--- src/rtl/core/tltm_pkg.sv ---
// Shared types, request codes and controller interface for the two-list top merge core.
`default_nettype none
package tltm_pkg;

   localparam int unsigned LIST_DEPTH_DEF = 20;
   localparam int unsigned OUT_LIMIT_DEF  = 20;
   localparam int unsigned DATA_W         = 288;
   localparam int unsigned KIND_W         = 2;

   localparam logic [KIND_W-1:0] REQ_LOAD_ONE = 2'd0;
   localparam logic [KIND_W-1:0] REQ_LOAD_TWO = 2'd1;
   localparam logic [KIND_W-1:0] REQ_MERGE    = 2'd2;

   typedef struct packed {
      logic [63:0]        name_high;
      logic [63:0]        name_low;
      logic signed [31:0] second_count;
      logic signed [31:0] level;
      logic signed [63:0] stamp;
      logic signed [31:0] key;
   } record_type;

   typedef enum logic [5:0] {
      ST_IDLE   = 6'b000001,
      ST_SCAN   = 6'b000010,
      ST_TAIL   = 6'b000100,
      ST_DECIDE = 6'b001000,
      ST_FETCH  = 6'b010000,
      ST_CAPT   = 6'b100000
   } state_type;

   typedef struct packed {
      logic load_one;
      logic load_two;
      logic merge_init;
      logic scan_init;
      logic scan_step;
      logic fetch;
      logic capture;
      logic push_hold;
      logic push_empty;
      logic set_final;
      logic clear;
   } cmd_type;

   typedef struct packed {
      logic found;
      logic limit;
      logic scan_last;
      logic hold_valid;
      logic rsp_free;
   } status_type;

endpackage
`default_nettype wire

--- src/rtl/core/tltm_ctrl.sv ---
// Controller state machine sequencing loads, scans, fetches and result pushes.
`default_nettype none
module tltm_ctrl (
   input  wire logic                          clock,
   input  wire logic                          reset,
   input  wire logic                          req_tvalid,
   input  wire logic [tltm_pkg::KIND_W-1:0]   req_tuser,
   input  wire tltm_pkg::status_type          sts,
   output logic                               req_tready,
   output tltm_pkg::cmd_type                  cmd
);

   tltm_pkg::state_type state_ff;
   tltm_pkg::state_type state_in;
   logic                more;

   assign req_tready = (state_ff == tltm_pkg::ST_IDLE);
   assign more       = sts.found && !sts.limit;

   always_comb begin
      state_in = state_ff;
      cmd      = '0;
      unique case (state_ff)
         tltm_pkg::ST_IDLE: begin
            if (req_tvalid) begin
               unique case (req_tuser)
                  tltm_pkg::REQ_LOAD_ONE: cmd.load_one = 1'b1;
                  tltm_pkg::REQ_LOAD_TWO: cmd.load_two = 1'b1;
                  tltm_pkg::REQ_MERGE: begin
                     cmd.merge_init = 1'b1;
                     cmd.scan_init  = 1'b1;
                     state_in       = tltm_pkg::ST_SCAN;
                  end
                  default: ;
               endcase
            end
         end
         tltm_pkg::ST_SCAN: begin
            cmd.scan_step = 1'b1;
            if (sts.scan_last) state_in = tltm_pkg::ST_TAIL;
         end
         tltm_pkg::ST_TAIL: begin
            state_in = tltm_pkg::ST_DECIDE;
         end
         tltm_pkg::ST_DECIDE: begin
            if (more) begin
               if (!sts.hold_valid) begin
                  state_in = tltm_pkg::ST_FETCH;
               end else if (sts.rsp_free) begin
                  cmd.push_hold = 1'b1;
                  state_in      = tltm_pkg::ST_FETCH;
               end
            end else if (sts.rsp_free) begin
               cmd.push_hold  = sts.hold_valid;
               cmd.push_empty = !sts.hold_valid;
               cmd.set_final  = 1'b1;
               cmd.clear      = 1'b1;
               state_in       = tltm_pkg::ST_IDLE;
            end
         end
         tltm_pkg::ST_FETCH: begin
            cmd.fetch = 1'b1;
            state_in  = tltm_pkg::ST_CAPT;
         end
         tltm_pkg::ST_CAPT: begin
            cmd.capture = 1'b1;
            if (sts.limit) begin
               state_in = tltm_pkg::ST_DECIDE;
            end else begin
               cmd.scan_init = 1'b1;
               state_in      = tltm_pkg::ST_SCAN;
            end
         end
         default: state_in = tltm_pkg::ST_IDLE;
      endcase
   end

   always_ff @(posedge clock) begin
      if (reset) state_ff <= tltm_pkg::ST_IDLE;
      else       state_ff <= state_in;
   end

endmodule
`default_nettype wire

--- config.mk ---
export PLATFORM = sky130hd
export DESIGN_NAME = tltm_ctrl
export DESIGN_NICKNAME = d
export VERILOG_FILES = /design/src/rtl/core/tltm_pkg.sv /design/src/rtl/core/tltm_ctrl.sv
export SDC_FILE = /design/constraint.sdc
export NUM_CORES = 1
export LEC_CHECK = 0
export BUFFER_PORTS_ARGS = -buffer_cell sky130_fd_sc_hd__buf_2
export CAP_MARGIN = 20
export CELL_PAD_IN_SITES_DETAIL_PLACEMENT = 1
export CELL_PAD_IN_SITES_GLOBAL_PLACEMENT = 1
export CORE_AREA = 5 5 46 48
export DETAILED_ROUTE_END_ITERATION = 16
export DIE_AREA = 0 0 51 53
export PLACE_DENSITY_LB_ADDON = 0.1
export SKIP_LAST_GASP = 1
export SLEW_MARGIN = 20
export SYNTH_ARGS = -nofsm -noshare
export SYNTH_HDL_FRONTEND = slang
export SYNTH_SLANG_ARGS = --single-unit
export TNS_END_PERCENT = 100
--- constraint.sdc ---
create_clock -name clock -period 3.9 [get_ports clock]
set_input_delay 0.39 -clock clock [delete_from_list [all_inputs] [get_ports clock]]
set_output_delay 0.39 -clock clock [all_outputs]
set_load 0.02 [all_outputs]
==> flow_summary_export.csv, run 1 <==
group,metric,value,unit
clock_tree,post_cts_buffers,0,
detailed_routing,wl_per_cell,14.0,um
placed_design,dp.cells,92,
cells_and_area,num-fill-cells,224,
critical_path,crit_path_start_kind,"flip-flop",
sta,post-route-min-period,2.27,ns
detailed_routing,first_pass_iters,1,
floorplanning,dieHeight,53,um
min_path,hp-start,"reset",
yosys,synth_enable_flop_cells,0,
clock_tree,clkTransAtPathRegs,0.05,ns
yosys,ys_seq_area_share,25.9,%
floorplanning,ios,22,
flow_run,maxCapViolCount,0,
cells_and_area,regMostFlops,"state_ff",
sta,grt_setup_unrepaired,"false",
cells_and_area,layout.cells.non_filler,95,
critical_path,worst_setup_path_startpoint,"state_ff[4]",
cells_and_area,final_core_util,36.3,%
global_route,antenna_found_initial,0,
cells_and_area,largestRegisters,"state_ff: 6 flops",
min_path,hold_end,"state_ff[3]",
clock_tree,cts_buffer_depth,2,
sta,final.period_utilization,58.2,%
global_route,grt_usage,11.4,%
global_route,grt_max_degree,9,
pwr,finalPower,215,uW
yosys,synth-main-ff-cell,"dfxtp_1",
clock_tree,htreeDepth,1,
global_route,grt_pass1_vias,526,
sta,drv_slew,0,
critical_path,crit_arrival,1.88,ns
yosys,syn_inst,55,
pwr,p_leak,0.300,nW
critical_path,worstPathRequired,3.51,ns
floorplanning,design.core.area,1670,um^2
sta,slew_headroom,61.9,%
placed_design,place_area,583,um^2
pwr,peakVddDrop,0.000183,V
sta,tightest_slew,0.566,ns
clock_tree,clkSinkCount,6,
clock_tree,root_buffer,"clkbuf_4",
pwr,p_per_area,354,nW/um^2
clock_tree,cts_buffers,3,
global_route,grt.overflow.total,0,
detailed_routing,via_count,514,
detailed_routing,viasPerCell,5.41,
placed_design,dpl.hpwl,1.14,mm
sta,holdWs,0.321,ns
critical_path,r2r-end,"state_ff[4]",
cells_and_area,antenna_cells,0,
sta,finClkSkew,0.00387,ns
clock_tree,hold_buffers,0,
yosys,synthArstFlopShare,0,%
min_path,hp-class,"input port to flip-flop",
critical_path,worst_r2r_path_depth,4,
clock_tree,insertion_delay,0.25,ns
placed_design,gp_congestion,0.768,
detailed_routing,drtIter0Drc,0,
cells_and_area,finalNetCount,90,
detailed_routing,antenna_left,0,
sta,hold_violations,0,
critical_path,criticalPathCategory,"flip-flop to output port",
clock_tree,post_cts_resized,0,
floorplanning,start_util,27.8,%
clock_tree,cts_tree,"yes",
sta,setup_tns,0,ns
yosys,synth_cell_types,33,
sta,timing.final.ws_setup,1.63,ns
floorplanning,rows,15,
cells_and_area,areaGrowthSynthToFinish,30.5,%
critical_path,r2r_start,"state_ff[4]",
yosys,synth_seq_cells,6,
detailed_routing,drc,0,
status,status,"completed",
detailed_routing,finalWirelength,1.33,mm
placed_design,post-place-ws,1.88,ns
floorplanning,die_area,2700,um^2
placed_design,port_buffers,21,
sta,fmax,0.441,GHz
critical_path,end_kind,"output port",
critical_path,r2r_slack,2.11,ns
cells_and_area,largest_reg_flops,6,
min_path,hold_path_depth,2,
yosys,synth_nets,65,
critical_path,path_max_fanout,8,
cells_and_area,drive_above_1_share,38.5,%
floorplanning,die_x,51,um
sta,setup_viol,0,
cells_and_area,final_cell_area,606,um^2
yosys,avgSynthCellArea,8.44,um^2
yosys,yosysWarnings,0,
global_route,grt_pass1_wl,2.26,mm
yosys,syn_area,464,um^2
## layer usage
layer	wire [um]	GRT usage, %	vias up
met4	19	6.73	0
li1	-	-	257
met5	0	0	-
met3	111	2.54	2
met1	607	13.4	234
met2	595	18.7	21
## critical path, stage by stage (launching register included)
cell	delay, ns
dfxtp_1	0.36
or4_4	0.59
nor2_1	0.19
and3_1	0.20
nor2b_1	0.12
buf_2	0.17
## cell usage after synthesis (2+ instances only)
cell type  n  area (um^2)
nor2b_1    2         12.5
nor4_1     2         12.5
or2b_1     2         15.0
dfxtp_1    6          120
nor2_1     6         22.5
nand3b_1   2         15.0
a21oi_1    2         10.0
and3_1     2         12.5
nor3_1     2         10.0
and2_1     3         18.8
inv_1      4         15.0
## worst max-delay path by stage
| stage | end | slack, ns | depth (start not counted) |
|---|---|---|---|
| floorplan | cmd[2] | 1.77 | 4 |
| global placement | cmd[2] | 1.94 | 5 |
| detailed placement | cmd[2] | 1.88 | 5 |
| CTS | cmd[2] | 1.61 | 5 |
| global route | cmd[10] | 1.45 | 4 |
| finish | cmd[2] | 1.63 | 5 |
## cells in the final DEF, fill, tap and decap left out, types with 2 or more instances in the layout
cell type	Yosys	layout
buf_2	0	21
nor2_1	6	6
dfxtp_1	6	6
inv_1	4	4
and2_1	3	3
clkbuf_4	0	3
nor4_1	2	2
nor3_1	2	2
nand3b_1	2	2
or2b_1	2	2
and3_1	2	2
nor2b_1	2	2
a21oi_1	2	2
## where the power goes
group          switching (mW)  total (mW)  internal [mW]  leakage (nW)
Clock                  0.0249      0.0599         0.0350        0.0138
Sequential            0.00750      0.0741         0.0666        0.0487
Combinational          0.0465      0.0806         0.0341         0.238
Total                  0.0789       0.215          0.136         0.300
## logic make-up after synthesis
kind of cell | after synthesis | share of synthesized area (%)
AND/OR/NAND/NOR | 34 | 53.6
AO/OA/AOI/OAI | 9 | 13.7
flip-flops | 6 | 25.9
buffers and inverters | 5 | 4.85
XOR/XNOR | 1 | 1.89
## layout make-up
class	count	area (um^2)	area share, %
Tap cell	17	21.3	3.51
Clock buffer	3	22.5	3.72
Multi-Input combinational cell	44	322	53.1
Sequential cell	6	120	19.8
Inverter	4	15.0	2.48
Timing Repair Buffer	21	105	17.4
Power figures use the tool's default switching activity.
==> inputs of run 2 (changes only) <==
ABC_AREA = 1   (was not set)
CORE_AREA = 5 5 48 50   (was 5 5 46 48)
DIE_AREA = 0 0 53 55   (was 0 0 51 53)
clock period = 2.3 ns   (was 3.9 ns; I/O delays follow)
==> run 2 against run 1 <==
Clock skew grew 0.0019 ns. Register-to-register slack worse by 1.0 ns. Non-clock buffer count unchanged. Via count increased by 11%. Clock power rose by 62%. Setup slack worse by 1.0 ns. Power rose by 140%. Largest cell class unchanged.
==> flow_summary_export.csv, run 2 <==
group,metric,value,unit
yosys,synth_common_cells,"16 x nand2_1, 16 x nor2_1, 14 x inv_1",
global_route,grt_pass1_wl,2.29,mm
yosys,synth_top_area_share,23.7,%
yosys,avgSynthCellArea,6.03,um^2
sta,final.period_utilization,73.2,%
clock_tree,cts_tree,"yes",
yosys,yosysWarnings,0,
global_route,grt.overflow.total,0,
floorplanning,dieHeight,55,um
detailed_routing,wl_per_cell,10.4,um
detailed_routing,antenna_left,0,
cells_and_area,regMostFlops,"state_ff",
yosys,syn_area,507,um^2
detailed_routing,viasPerCell,4.25,
placed_design,gp_congestion,0.773,
clock_tree,htreeDepth,1,
placed_design,dp.cells,131,
sta,holdWs,0.214,ns
status,status,"completed",
critical_path,worstPathRequired,2.07,ns
global_route,grt_max_degree,7,
sta,grt_setup_unrepaired,"false",
sta,tightest_slew,0.320,ns
yosys,synth-main-ff-cell,"dfxtp_1",
clock_tree,cts_buffer_depth,2,
detailed_routing,via_count,569,
clock_tree,clkTransAtPathRegs,0.05,ns
global_route,grt_usage,11.0,%
cells_and_area,layout.cells.non_filler,134,
yosys,ys_seq_area_share,23.7,%
floorplanning,start_util,27.2,%
detailed_routing,drc,0,
yosys,yosys-top-cells-area,"dfxtp_1 24%, nand2_1 12%, nor2_1 12%",
yosys,synth_cell_types,18,
sta,finClkSkew,0.00573,ns
critical_path,end_kind,"output port",
detailed_routing,drtIter0Drc,5,
placed_design,port_buffers,21,
floorplanning,design.core.area,1860,um^2
placed_design,post-place-ws,0.853,ns
cells_and_area,areaGrowthSynthToFinish,30.4,%
global_route,antenna_found_initial,0,
cells_and_area,drive_above_1_share,38.3,%
clock_tree,post_cts_buffers,0,
detailed_routing,finalWirelength,1.39,mm
cells_and_area,mostFrequentLayoutCell,"buf_2",
clock_tree,cts_buffers,3,
floorplanning,die_area,2920,um^2
sta,setup_tns,0,ns
placed_design,dpl.hpwl,1.25,mm
sta,post-route-min-period,1.68,ns
clock_tree,post_cts_resized,0,
yosys,synth_seq_cells,6,
clock_tree,clkSinkCount,6,
sta,hold_violations,0,
clock_tree,hold_buffers,0,
pwr,p_leak,0.392,nW
detailed_routing,first_pass_iters,4,
sta,setup_viol,0,
sta,drv_slew,0,
yosys,synth_enable_flop_cells,0,
floorplanning,die_x,53,um
pwr,peakVddDrop,0.000286,V
pwr,finalPower,521,uW
cells_and_area,finalNetCount,119,
clock_tree,root_buffer,"clkbuf_4",
yosys,synth_area_leader_cell,"dfxtp_1",
critical_path,crit_path_start_kind,"flip-flop",
sta,slew_headroom,78.6,%
min_path,hp-class,"input port to flip-flop",
clock_tree,insertion_delay,0.25,ns
critical_path,crit_arrival,1.45,ns
sta,timing.final.ws_setup,0.616,ns
pwr,p_per_area,788,nW/um^2
flow_run,maxCapViolCount,0,
cells_and_area,antenna_cells,0,
yosys,synthArstFlopShare,0,%
sta,fmax,0.594,GHz
cells_and_area,layout_common_cells,"21 x buf_2, 16 x nand2_1, 16 x nor2_1, 14 x inv_1, 6 x dfxtp_1",
critical_path,path_max_fanout,6,
yosys,synth_nets,94,
global_route,grt_pass1_vias,573,
critical_path,criticalPathCategory,"flip-flop to output port",
floorplanning,ios,22,
floorplanning,rows,16,
cells_and_area,largestRegisters,"state_ff: 6 flops",
cells_and_area,largest_reg_flops,6,
cells_and_area,num-fill-cells,270,
yosys,syn_inst,84,
-- run 2: final timing paths --
check	start	to	slack, ns	cells past startpoint
setup reg to reg	state_ff[0]	state_ff[0]	1.06	7
hold / removal	reset	state_ff[4]	0.21	2
hold reg to reg	state_ff[1]	state_ff[1]	0.58	4
setup / recovery	state_ff[0]	cmd[9]	0.62	5
-- run 2: metal layers --
layer	wire length [um]	vias up	track usage [%]	share of wire (%)
li1	-	302	-	-
met4	17	0	7.66	1.2
met3	39	2	0.804	2.8
met2	754	15	20.7	54
met5	0	-	0	0
met1	580	250	11.7	42
-- run 2: cell type report --
| cell class | instances | area, um^2 | share of cell area (%) |
|---|---|---|---|
| multi-input combinational | 58 | 308 | 46.6 |
| sequential | 6 | 120 | 18.2 |
| timing repair buffer | 21 | 105 | 15.9 |
| inverter | 19 | 71.3 | 10.8 |
| tap | 27 | 33.8 | 5.11 |
| clock buffer | 3 | 22.5 | 3.41 |
-- run 2: metrics by stage --
stage | cell area [um^2] | utilization [%]
floorplan | 507 | -
global placement | 638 | 34.3
detailed placement | 638 | 34.3
CTS | 661 | 35.5
global route | 661 | 35.5
finish | 661 | 35.5
-- run 2: cells by family after synthesis --
family,Yosys count,synth area share [%]
DFF,6,23.7
buffers and inverters,20,15.6
and+or+nand+nor,53,55.6
AOI/OAI and AO/OA,5,5.19
-- run 2: report_power, final --
group	leakage, nW	internal [mW]	switching, mW	total [mW]
Clock	0.0138	0.0590	0.0381	0.0971
Sequential	0.0489	0.122	0.0142	0.136
Combinational	0.329	0.0959	0.192	0.287
Total	0.392	0.277	0.244	0.521
-- run 2: worst max-delay path, cell delays in order, from the launching register on --
cell	delay [ns]
dfxtp_1	0.34
inv_1	0.07
nor2_1	0.26
nand2_2	0.15
nor4_1	0.18
buf_2	0.21
